[config.mk]
export PLATFORM = sky130hd
export DESIGN_NAME = load_cell_tare_calibrate_weigher
export DESIGN_NICKNAME = d
export VERILOG_FILES = /design/src/rtl/lctcw_pkg.sv /design/src/rtl/load_cell_tare_calibrate_weigher.sv
export VERILOG_INCLUDE_DIRS = /design/src /design/src/rtl
export SDC_FILE = /design/constraint.sdc
export NUM_CORES = 2
export LEC_CHECK = 0
export ABC_AREA = 1
export BUFFER_PORTS_ARGS = -buffer_cell sky130_fd_sc_hd__buf_2
export CAP_MARGIN = 0
export CORE_ASPECT_RATIO = 1.4
export CORE_MARGIN = 2
export CORE_UTILIZATION = 45
export DETAILED_ROUTE_END_ITERATION = 8
export GPL_TIMING_DRIVEN = 0
export MAX_ROUTING_LAYER = met4
export SYNTH_ARGS = -nofsm -noshare
export SYNTH_HDL_FRONTEND = slang
export SYNTH_SLANG_ARGS = --single-unit
[constraint.sdc]
create_clock -name clk -period 16.5 [get_ports clk]
set_input_delay 0 -clock clk [delete_from_list [all_inputs] [get_ports clk]]
set_output_delay 0 -clock clk [all_outputs]
set_load 0.02 [all_outputs]
[src/rtl/assert_macros.svh]
// Assertion helpers used by the weigher RTL.
`ifndef ASSERT_MACROS_SVH
`define ASSERT_MACROS_SVH

// The condition must hold in the same cycle as the trigger.
`define ASSERT_IMPLIES(label, clock, rst_n, trig, cond) \
	label: assert property (@(posedge clock) disable iff (!(rst_n)) (trig) |-> (cond)) \
		else $error("assertion failed");

// The condition must hold in the cycle after the trigger.
`define ASSERT_NEXT(label, clock, rst_n, trig, cond) \
	label: assert property (@(posedge clock) disable iff (!(rst_n)) (trig) |=> (cond)) \
		else $error("assertion failed");

`endif

[src/rtl/lctcw_pkg.sv]
package lctcw_pkg;

	// Samples summed into one average.
	localparam int SAMPLES = 20;

	// Field and datapath widths.
	localparam int SAMPLE_W = 24;
	localparam int SUM_W    = 30;
	localparam int CNT_W    = 7;
	localparam int DELTA_W  = 25;
	localparam int WEIGHT_W = 32;
	localparam int REF_W    = 16;
	localparam int RUN_W    = 4;
	localparam int PROD_W   = DELTA_W + REF_W;
	localparam int DVD_W    = PROD_W + 4;
	localparam int ITER_W   = 6;
	localparam int AVG_PAD  = DVD_W - SUM_W;

	typedef logic signed [SAMPLE_W-1:0] sample_t;
	typedef logic signed [SUM_W-1:0]    sum_t;
	typedef logic        [SUM_W-1:0]    sum_mag_t;
	typedef logic        [CNT_W-1:0]    count_t;
	typedef logic signed [DELTA_W-1:0]  delta_t;
	typedef logic        [DELTA_W-1:0]  delta_mag_t;
	typedef logic signed [WEIGHT_W-1:0] weight_t;
	typedef logic        [SAMPLE_W-1:0] thr_t;
	typedef logic        [RUN_W-1:0]    run_t;
	typedef logic        [REF_W-1:0]    ref_t;
	typedef logic        [PROD_W-1:0]   prod_t;
	typedef logic        [DVD_W-1:0]    dvd_t;
	typedef logic        [ITER_W-1:0]   iter_t;
	typedef logic        [1:0]          op_t;
	typedef logic        [1:0]          phase_t;
	typedef logic        [1:0]          cfg_idx_t;

	// Saturation limits on the weight magnitude.
	localparam dvd_t W_NEG_LIM = dvd_t'(64'd1 << (WEIGHT_W - 1));
	localparam dvd_t W_POS_LIM = W_NEG_LIM - dvd_t'(1);

	// Opcodes.
	localparam op_t OP_MEASURE = 2'd0;
	localparam op_t OP_TARE    = 2'd1;
	localparam op_t OP_CAL     = 2'd2;

	// Phase codes on the result.
	localparam phase_t PH_MEASURE = 2'd0;
	localparam phase_t PH_WAIT    = 2'd1;
	localparam phase_t PH_TARE    = 2'd2;
	localparam phase_t PH_CAL     = 2'd3;

	// Configuration register indexes.
	localparam cfg_idx_t CFG_THRESHOLD = 2'd0;
	localparam cfg_idx_t CFG_REQUIRED  = 2'd1;
	localparam cfg_idx_t CFG_REF_GRAMS = 2'd2;

	// Procedure mode.
	typedef enum logic [2:0] {
		MODE_MEASURE    = 3'd0,
		MODE_TARE_FIRST = 3'd1,
		MODE_TARE_WAIT  = 3'd2,
		MODE_TARE_TAKE  = 3'd3,
		MODE_CAL_FIRST  = 3'd4,
		MODE_CAL_WAIT   = 3'd5,
		MODE_CAL_TAKE   = 3'd6
	} mode_t;

	// Sequencer states; nine of them need four bits.
	typedef enum logic [3:0] {
		ST_IDLE,
		ST_AVG_DIV,
		ST_AVG_FIX,
		ST_UPDATE,
		ST_DELTA,
		ST_MUL,
		ST_SCALE,
		ST_W_DIV,
		ST_DONE
	} state_t;

endpackage

[src/rtl/load_cell_tare_calibrate_weigher.sv]
// A sample that does not close a group is taken with no stall, back to back.
// The sample that closes a group stalls further samples until its result is
// loaded into the output register: one shared bit-serial divider runs 30 steps
// for the average and 45 steps for the weight, skipped while uncalibrated, one
// quotient bit per cycle.
// Reset is asynchronous: control registers take their defaults and a tare starts.
`include "assert_macros.svh"

module load_cell_tare_calibrate_weigher (
	input  logic                     clk,
	input  logic                     arst_n,
	input  logic                     item_valid,
	output logic                     item_stall,
	input  lctcw_pkg::sample_t       sample,
	input  lctcw_pkg::op_t           opcode,
	output logic                     result_valid,
	input  logic                     result_stall,
	output lctcw_pkg::sample_t       raw_average,
	output lctcw_pkg::delta_t        delta,
	output lctcw_pkg::weight_t       weight_tenths,
	output logic                     weight_valid,
	output lctcw_pkg::phase_t        phase,
	input  logic                     cfg_valid,
	output logic                     cfg_ready,
	input  lctcw_pkg::cfg_idx_t      cfg_index,
	input  lctcw_pkg::thr_t          cfg_data
);

	lctcw_pkg::state_t     state_q, state_d;
	lctcw_pkg::thr_t       thr_q;
	lctcw_pkg::run_t       req_q;
	lctcw_pkg::ref_t       ref_q;
	lctcw_pkg::sum_t       sum_q;
	lctcw_pkg::count_t     count_q;
	lctcw_pkg::mode_t      mode_q;
	lctcw_pkg::sample_t    prev_q;
	lctcw_pkg::run_t       run_q;
	lctcw_pkg::sample_t    zero_q;
	lctcw_pkg::delta_t     span_q;
	logic                  cal_q;
	lctcw_pkg::sample_t    avg_q;
	lctcw_pkg::delta_t     d_q;
	lctcw_pkg::prod_t      prod_q;
	lctcw_pkg::phase_t     phase_q;
	logic                  neg_q;
	lctcw_pkg::delta_mag_t rem_q;
	lctcw_pkg::dvd_t       dvd_q;
	lctcw_pkg::delta_mag_t dsr_q;
	lctcw_pkg::iter_t      cnt_q;
	logic                  out_valid_q;
	lctcw_pkg::sample_t    out_avg_q;
	lctcw_pkg::delta_t     out_delta_q;
	lctcw_pkg::weight_t    out_weight_q;
	logic                  out_wvalid_q;
	lctcw_pkg::phase_t     out_phase_q;

	logic                  item_fire;
	logic                  is_start;
	lctcw_pkg::sum_t       next_sum;
	lctcw_pkg::count_t     next_cnt;
	logic                  group_done;
	lctcw_pkg::sum_mag_t   sum_mag;
	logic [lctcw_pkg::DELTA_W:0] rem_sh;
	logic [lctcw_pkg::DELTA_W:0] rem_sub;
	logic                  div_ge;
	lctcw_pkg::delta_mag_t rem_nx;
	lctcw_pkg::dvd_t       dvd_nx;
	logic                  div_last;
	lctcw_pkg::sum_mag_t   avg_full;
	lctcw_pkg::delta_t     avg_diff;
	lctcw_pkg::delta_mag_t diff_mag;
	logic                  diff_lt;
	lctcw_pkg::run_t       run_new;
	lctcw_pkg::delta_t     span_new;
	lctcw_pkg::delta_mag_t d_mag;
	lctcw_pkg::delta_mag_t span_mag;
	lctcw_pkg::weight_t    weight_sat;
	logic                  out_load;

	assign cfg_ready     = 1'b1;
	assign result_valid  = out_valid_q;
	assign raw_average   = out_avg_q;
	assign delta         = out_delta_q;
	assign weight_tenths = out_weight_q;
	assign weight_valid  = out_wvalid_q;
	assign phase         = out_phase_q;

	// Group accumulation for the incoming sample; a start opcode drops the partial group.
	always_comb begin
		item_fire  = item_valid && !item_stall;
		is_start   = (opcode == lctcw_pkg::OP_TARE) || (opcode == lctcw_pkg::OP_CAL);
		next_sum   = (is_start ? lctcw_pkg::sum_t'(0) : sum_q) + lctcw_pkg::sum_t'(sample);
		next_cnt   = (is_start ? lctcw_pkg::count_t'(0) : count_q) + lctcw_pkg::count_t'(1);
		group_done = next_cnt == lctcw_pkg::count_t'(lctcw_pkg::SAMPLES);
		sum_mag    = next_sum[lctcw_pkg::SUM_W-1] ? lctcw_pkg::sum_mag_t'(-next_sum)
		                                          : lctcw_pkg::sum_mag_t'(next_sum);
	end

	// One restoring division step: shift in the next dividend bit, subtract if it fits.
	always_comb begin
		rem_sh   = {rem_q, dvd_q[lctcw_pkg::DVD_W-1]};
		rem_sub  = rem_sh - {1'b0, dsr_q};
		div_ge   = rem_sh >= {1'b0, dsr_q};
		rem_nx   = div_ge ? rem_sub[lctcw_pkg::DELTA_W-1:0] : rem_sh[lctcw_pkg::DELTA_W-1:0];
		dvd_nx   = {dvd_q[lctcw_pkg::DVD_W-2:0], div_ge};
		div_last = cnt_q == lctcw_pkg::iter_t'(1);
	end

	// Average sign fix, stability test and span candidate.
	always_comb begin
		avg_full = neg_q ? (~dvd_q[lctcw_pkg::SUM_W-1:0] + lctcw_pkg::sum_mag_t'(1))
		                 : dvd_q[lctcw_pkg::SUM_W-1:0];
		avg_diff = lctcw_pkg::delta_t'(avg_q) - lctcw_pkg::delta_t'(prev_q);
		diff_mag = avg_diff[lctcw_pkg::DELTA_W-1] ? lctcw_pkg::delta_mag_t'(-avg_diff)
		                                          : lctcw_pkg::delta_mag_t'(avg_diff);
		diff_lt  = diff_mag < {1'b0, thr_q};
		run_new  = diff_lt ? (run_q + lctcw_pkg::run_t'(1)) : lctcw_pkg::run_t'(0);
		span_new = lctcw_pkg::delta_t'(avg_q) - lctcw_pkg::delta_t'(zero_q);
		d_mag    = d_q[lctcw_pkg::DELTA_W-1] ? lctcw_pkg::delta_mag_t'(-d_q)
		                                     : lctcw_pkg::delta_mag_t'(d_q);
		span_mag = span_q[lctcw_pkg::DELTA_W-1] ? lctcw_pkg::delta_mag_t'(-span_q)
		                                        : lctcw_pkg::delta_mag_t'(span_q);
	end

	// Weight sign and saturation from the quotient magnitude.
	always_comb begin
		if (!cal_q) begin
			weight_sat = '0;
		end else if (!neg_q) begin
			weight_sat = (dvd_q > lctcw_pkg::W_POS_LIM)
			           ? lctcw_pkg::weight_t'(lctcw_pkg::W_POS_LIM)
			           : lctcw_pkg::weight_t'(dvd_q[lctcw_pkg::WEIGHT_W-1:0]);
		end else begin
			weight_sat = (dvd_q > lctcw_pkg::W_NEG_LIM)
			           ? lctcw_pkg::weight_t'(lctcw_pkg::W_NEG_LIM)
			           : lctcw_pkg::weight_t'(~dvd_q[lctcw_pkg::WEIGHT_W-1:0]
			                                  + lctcw_pkg::weight_t'(1));
		end
	end

	// Sequencer state register.
	always_ff @(posedge clk or negedge arst_n) begin
		if (!arst_n) begin
			state_q <= lctcw_pkg::ST_IDLE;
		end else begin
			state_q <= state_d;
		end
	end

	// Sequencer next state and handshake outputs.
	always_comb begin
		state_d    = state_q;
		item_stall = 1'b1;
		out_load   = 1'b0;
		unique case (state_q)
			lctcw_pkg::ST_IDLE: begin
				item_stall = 1'b0;
				if (item_valid && group_done) begin
					state_d = lctcw_pkg::ST_AVG_DIV;
				end
			end
			lctcw_pkg::ST_AVG_DIV: begin
				if (div_last) begin
					state_d = lctcw_pkg::ST_AVG_FIX;
				end
			end
			lctcw_pkg::ST_AVG_FIX: begin
				state_d = lctcw_pkg::ST_UPDATE;
			end
			lctcw_pkg::ST_UPDATE: begin
				state_d = lctcw_pkg::ST_DELTA;
			end
			lctcw_pkg::ST_DELTA: begin
				state_d = lctcw_pkg::ST_MUL;
			end
			lctcw_pkg::ST_MUL: begin
				state_d = lctcw_pkg::ST_SCALE;
			end
			lctcw_pkg::ST_SCALE: begin
				state_d = cal_q ? lctcw_pkg::ST_W_DIV : lctcw_pkg::ST_DONE;
			end
			lctcw_pkg::ST_W_DIV: begin
				if (div_last) begin
					state_d = lctcw_pkg::ST_DONE;
				end
			end
			lctcw_pkg::ST_DONE: begin
				out_load = !out_valid_q || !result_stall;
				if (out_load) begin
					state_d = lctcw_pkg::ST_IDLE;
				end
			end
			default: begin
				state_d = lctcw_pkg::ST_IDLE;
			end
		endcase
	end

	// Configuration registers and procedure state.
	always_ff @(posedge clk or negedge arst_n) begin
		if (!arst_n) begin
			thr_q   <= lctcw_pkg::thr_t'(2000);
			req_q   <= lctcw_pkg::run_t'(3);
			ref_q   <= lctcw_pkg::ref_t'(1000);
			sum_q   <= '0;
			count_q <= '0;
			mode_q  <= lctcw_pkg::MODE_TARE_FIRST;
			prev_q  <= '0;
			run_q   <= '0;
			zero_q  <= '0;
			span_q  <= '0;
			cal_q   <= 1'b0;
		end else begin
			if (cfg_valid && cfg_ready) begin
				unique case (cfg_index)
					lctcw_pkg::CFG_THRESHOLD: thr_q <= cfg_data;
					lctcw_pkg::CFG_REQUIRED:  req_q <= cfg_data[lctcw_pkg::RUN_W-1:0];
					lctcw_pkg::CFG_REF_GRAMS: ref_q <= cfg_data[lctcw_pkg::REF_W-1:0];
					default: ;
				endcase
			end
			if (item_fire) begin
				if (is_start) begin
					run_q  <= '0;
					mode_q <= (opcode == lctcw_pkg::OP_TARE) ? lctcw_pkg::MODE_TARE_FIRST
					                                         : lctcw_pkg::MODE_CAL_FIRST;
				end
				if (group_done) begin
					sum_q   <= '0;
					count_q <= '0;
				end else begin
					sum_q   <= next_sum;
					count_q <= next_cnt;
				end
			end
			if (state_q == lctcw_pkg::ST_UPDATE) begin
				unique case (mode_q)
					lctcw_pkg::MODE_TARE_FIRST: begin
						prev_q <= avg_q;
						run_q  <= '0;
						mode_q <= (req_q == '0) ? lctcw_pkg::MODE_TARE_TAKE
						                        : lctcw_pkg::MODE_TARE_WAIT;
					end
					lctcw_pkg::MODE_CAL_FIRST: begin
						prev_q <= avg_q;
						run_q  <= '0;
						mode_q <= (req_q == '0) ? lctcw_pkg::MODE_CAL_TAKE
						                        : lctcw_pkg::MODE_CAL_WAIT;
					end
					lctcw_pkg::MODE_TARE_WAIT: begin
						prev_q <= avg_q;
						run_q  <= run_new;
						if (run_new >= req_q) begin
							mode_q <= lctcw_pkg::MODE_TARE_TAKE;
						end
					end
					lctcw_pkg::MODE_CAL_WAIT: begin
						prev_q <= avg_q;
						run_q  <= run_new;
						if (run_new >= req_q) begin
							mode_q <= lctcw_pkg::MODE_CAL_TAKE;
						end
					end
					lctcw_pkg::MODE_TARE_TAKE: begin
						zero_q <= avg_q;
						mode_q <= lctcw_pkg::MODE_MEASURE;
					end
					lctcw_pkg::MODE_CAL_TAKE: begin
						span_q <= span_new;
						cal_q  <= span_new != '0;
						mode_q <= lctcw_pkg::MODE_MEASURE;
					end
					default: begin
						mode_q <= lctcw_pkg::MODE_MEASURE;
					end
				endcase
			end
		end
	end

	// Datapath and shared divider; no reset needed.
	always_ff @(posedge clk) begin
		unique case (state_q)
			lctcw_pkg::ST_IDLE: begin
				if (item_valid && group_done) begin
					dvd_q <= {sum_mag, lctcw_pkg::AVG_PAD'(0)};
					dsr_q <= lctcw_pkg::delta_mag_t'(lctcw_pkg::SAMPLES);
					rem_q <= '0;
					cnt_q <= lctcw_pkg::iter_t'(lctcw_pkg::SUM_W);
					neg_q <= next_sum[lctcw_pkg::SUM_W-1];
				end
			end
			lctcw_pkg::ST_AVG_DIV, lctcw_pkg::ST_W_DIV: begin
				dvd_q <= dvd_nx;
				rem_q <= rem_nx;
				cnt_q <= cnt_q - lctcw_pkg::iter_t'(1);
			end
			lctcw_pkg::ST_AVG_FIX: begin
				avg_q <= lctcw_pkg::sample_t'(avg_full[lctcw_pkg::SAMPLE_W-1:0]);
			end
			lctcw_pkg::ST_UPDATE: begin
				unique case (mode_q)
					lctcw_pkg::MODE_TARE_TAKE: phase_q <= lctcw_pkg::PH_TARE;
					lctcw_pkg::MODE_CAL_TAKE:  phase_q <= lctcw_pkg::PH_CAL;
					lctcw_pkg::MODE_TARE_FIRST, lctcw_pkg::MODE_TARE_WAIT,
					lctcw_pkg::MODE_CAL_FIRST, lctcw_pkg::MODE_CAL_WAIT:
						phase_q <= lctcw_pkg::PH_WAIT;
					default: phase_q <= lctcw_pkg::PH_MEASURE;
				endcase
			end
			lctcw_pkg::ST_DELTA: begin
				d_q <= lctcw_pkg::delta_t'(avg_q) - lctcw_pkg::delta_t'(zero_q);
			end
			lctcw_pkg::ST_MUL: begin
				prod_q <= lctcw_pkg::prod_t'(d_mag) * lctcw_pkg::prod_t'(ref_q);
				neg_q  <= d_q[lctcw_pkg::DELTA_W-1] ^ span_q[lctcw_pkg::DELTA_W-1];
			end
			lctcw_pkg::ST_SCALE: begin
				// Times ten as two shifted copies.
				dvd_q <= (lctcw_pkg::dvd_t'(prod_q) << 3) + (lctcw_pkg::dvd_t'(prod_q) << 1);
				dsr_q <= span_mag;
				rem_q <= '0;
				cnt_q <= lctcw_pkg::iter_t'(lctcw_pkg::DVD_W);
			end
			default: ;
		endcase
	end

	// Output register, so a new sample can be taken while a result waits.
	always_ff @(posedge clk or negedge arst_n) begin
		if (!arst_n) begin
			out_valid_q <= 1'b0;
		end else if (out_load) begin
			out_valid_q <= 1'b1;
		end else if (!result_stall) begin
			out_valid_q <= 1'b0;
		end
	end

	// Result payload.
	always_ff @(posedge clk) begin
		if (out_load) begin
			out_avg_q    <= avg_q;
			out_delta_q  <= d_q;
			out_weight_q <= weight_sat;
			out_wvalid_q <= cal_q;
			out_phase_q  <= phase_q;
		end
	end

	`ASSERT_IMPLIES(a_div_count_live, clk, arst_n, (state_q == lctcw_pkg::ST_AVG_DIV) || (state_q == lctcw_pkg::ST_W_DIV), cnt_q != '0)
	`ASSERT_IMPLIES(a_cal_matches_span, clk, arst_n, 1'b1, cal_q == (span_q != '0))
	`ASSERT_IMPLIES(a_count_in_group, clk, arst_n, 1'b1, count_q < lctcw_pkg::count_t'(lctcw_pkg::SAMPLES))
	`ASSERT_IMPLIES(a_uncal_weight_zero, clk, arst_n, result_valid && !weight_valid, weight_tenths == '0)
	`ASSERT_NEXT(a_done_gives_result, clk, arst_n, (state_q == lctcw_pkg::ST_DONE) && out_load, result_valid)

endmodule

==> metrics.md <==
| Metric | Value |
|---|---|
| Core box area | `0.0951 mm²` |
| Max Used Layer | `met4` |
| Worst-margin pin slew | `roughly 1300 ps` |
| Total track usage | `between 20% and 30%` |
| Area grow syn2layout | `10.2%` |
| Synth cell types | `67` |
| Largest net degree at the start of global routing | `between 80 and 90` |
| CP Class | `reg -> reg` |
| Max incr delay on CP | `roughly 690 ps` |
| Pins Over Slew Limit | `0` |
| Clock-pin slew on the worst setup and hold paths | `around 70 ps` |
| Register area | `roughly 0.013 mm²` |
| Initial core utilization | `between 40% and 50%` |
| Num ports | `around 140` |
| Top delay family on crit path | `adder cells` |
| Ys flop type | `edfxtp_1` |
| Worst setup margin | `7870 ps` |
| Global-route wire length before repair | `~210 mm` |
| Number of flops mapped to enable cells by yosys | `between 200 and 300` |
| CP arrival | `about 9000 ps` |
| WP data required | `around 17000 ps` |
| Via total after detailed routing | `38034` |
| Die Y | `approximately 370 µm` |
| Final wirelength | `~140 mm` |
| # DRC | `0` |
| DRT met1 WL | `between 50 and 60 mm` |
| Filler cell count | `9568` |
| Router iterations before antenna repair | `8` |
| Post-place setup slack | `roughly 7900 ps` |
| Met3 Wirelength | `around 5.6 mm` |
| Failing checks | `negative hold slack` |
| CTS resizes | `0` |
| Port buffer count | `142` |
| Bufs and invs on worst path | `10` |
| Routed len/inst | `approximately 19 µm` |
| Syn_nets | `about 6300` |
| Clk sinks | `between 400 and 500` |
| Antenna viol nets, final | `0` |
| Worst skew pair latency | `630 ps` |
| Unrepaired setup endpoints after global routing | `false` |
| Placer Congestion | `about 0.98` |
| Sequential-to-total area share from yosys stat | `between 20% and 30%` |
| Post-CTS setup buffer count | `0` |
| Vias in the first global route | `around 38000` |
| Overflow after GRT | `0` |
| Initial antenna violation count | `1` |
| Syn avg cell area | `about 7.7 µm²` |
| Slew headroom | `13.4%` |
| #FFs+latches synth | `between 400 and 500` |
| CP Max Fanout | `10` |
| HP Class | `in -> async` |
| Worst path slowest cell | `fa_1` |
| Area of the multi-input gates | `approximately 0.026 mm²` |
| Hold_buf cts | `33` |
| Fmax | `approximately 0.12 GHz` |
| Clock tree from TritonCTS | `built` |
| Via density | `between 5 and 6` |
| Post-synth top cells | `nand2_1, inv_1, nor2_1` |
| Synth warn | `0` |
| Final #Nets | `around 6500` |
| Die area | `0.0981 mm²` |
| Clock Path Buffers | `3` |
| Met2 wire length | `just under 70 mm` |
| Largest area contributor in the netlist | `edfxtp_1` |
| Setup TNS | `0 ps` |
| Yosys top cell area share | `19.4%` |
| Synth area leaders | `edfxtp_1, fa_1, nand2_1` |
| Layout Skew | `between 30 and 40 ps` |
| Mapped Area | `0.0430 mm²` |
| # setup viols final | `0` |
| Most common cell in the netlist | `nand2_1` |
| Status | `complete, but fails checks` |
| CP endpoint kind | `register` |
| Dpl hpwl | `114 mm` |
| Detailed Route Iter0 Violations | `2846` |
| Asr flop ratio synth | `approximately 38%` |
| Hold Vio Cnt, Final | `11` |
| # rows | `~130` |
| Ratio of cells with drive above 1 in the final layout | `just under 6%` |
| Post-route clock period utilization | `~52%` |
| Inserted Clock Buffers | `48` |
| # H-tree levels | `2` |
| Syn Inst Count | `~5600` |
| WHS | `-69.9 ps` |
| Max-Cap Viols | `0` |
| CP Launch Type | `register` |
| Clock root buffer | `clkbuf_16` |
| DIE WIDTH | `roughly 270 µm` |
| Critical Path Most Common Cell | `inv_1` |
| Final min period | `approximately 8600 ps` |
## kinds of logic after synthesis
group / synth area share, %
AOI/OAI and AO/OA: 11.2
xor gates and xnor gates: 2.90
adders and majority gates: 23.6
buffers and inverters: 10.7
DFF: 29.2
other: 0.00872
and+or+nand+nor: 22.4
## state kept, by name, summed over array words and instances, names as in the netlist, 30 cells and up
register       count
dvd_q             45
sum_q             30
prod_q            41
weight_tenths     32
## stage by stage
step | cells | area [µm²] | util [%]
finish | 7116 | 47400 | 49.9
global route | 7114 | 47400 | 49.9
CTS | 7113 | 47400 | 49.9
detailed placement | 6992 | 45500 | 47.9
global placement | 6981 | 45300 | 47.6
floorplan | 5615 | 43000 | -
## worst register-to-register path, cell delays in order (launching register included)
cell and delay (ps):
edfxtp_1 470, clkbuf_1 290, inv_1 340, clkbuf_1 550
o21ai_0 190, nand2_1 160, clkbuf_1 570, nand2_1 180
fa_1 570, inv_1 50, fa_1 500, inv_1 50
fa_1 480, inv_1 70, fa_1 540, inv_1 70
fa_1 530, inv_1 60, fa_1 690, ha_1 350
a21oi_1 150, inv_1 70, a31oi_1 140, a21boi_0 340
o21ai_0 230, a21boi_1 330, o21ai_0 180, xor2_1 200
## cell usage in the layout, fill, tap and decap left out, types with 19 or more instances in the layout
| cell | instances |
|---|---|
| nand3_1 | 233 |
| inv_1 | 1039 |
| clkbuf_1 | 134 |
| nand2_1 | 1357 |
| a31oi_1 | 31 |
| edfxtp_1 | 278 |
| buf_2 | 160 |
| fa_1 | 325 |
| clkbuf_16 | 49 |
| dlygate4sd3_1 | 33 |
| o21ai_0 | 370 |
| xnor2_1 | 53 |
| dfrtp_1 | 152 |
| o21bai_1 | 19 |
| nor4_1 | 20 |
| a21oi_1 | 347 |
| nor3_1 | 71 |
| a21o_1 | 25 |
| nand4_1 | 83 |
| xor2_1 | 84 |
| nor2_1 | 485 |
| ha_1 | 292 |
| o211ai_1 | 21 |
## layer usage
layer  up-vias  GRT usage [%]
li1      18412              -
met3       286           2.38
met2      1020           50.4
met5         -              -
met1     18316           34.8
met4         0           13.0
## area by class of cell
type,count,area share [%]
Antenna cell,3,0.0158
Buffer,156,1.40
Clock buffer,63,2.74
Clock inverter,25,0.615
Inverter,1049,8.30
Multi-Input combinational cell,3965,54.6
Sequential cell,445,26.5
Tap cell,1224,3.23
Timing Repair Buffer,186,2.60
## final timing paths
path / depth (start not counted) / startpoint / endpoint / slack (ps)
worst max-delay path: 27 / d_q[24] / prod_q[31] / 7870
worst min-delay path: 2 / arst_n / prev_q[22] / -70
worst max register to register: 27 / d_q[24] / prod_q[31] / 7870
worst min register to register: 0 / avg_q[0] / raw_average[0] / 450
max in group asynchronous: 3 / arst_n / sum_q[0] / 15570
min in group clk: 6 / opcode[1] / count_q[0] / 10
Power is left out: the tool's default activity adds up to more than one toggle a clock period on the data nets, which glitch-free logic cannot reach.
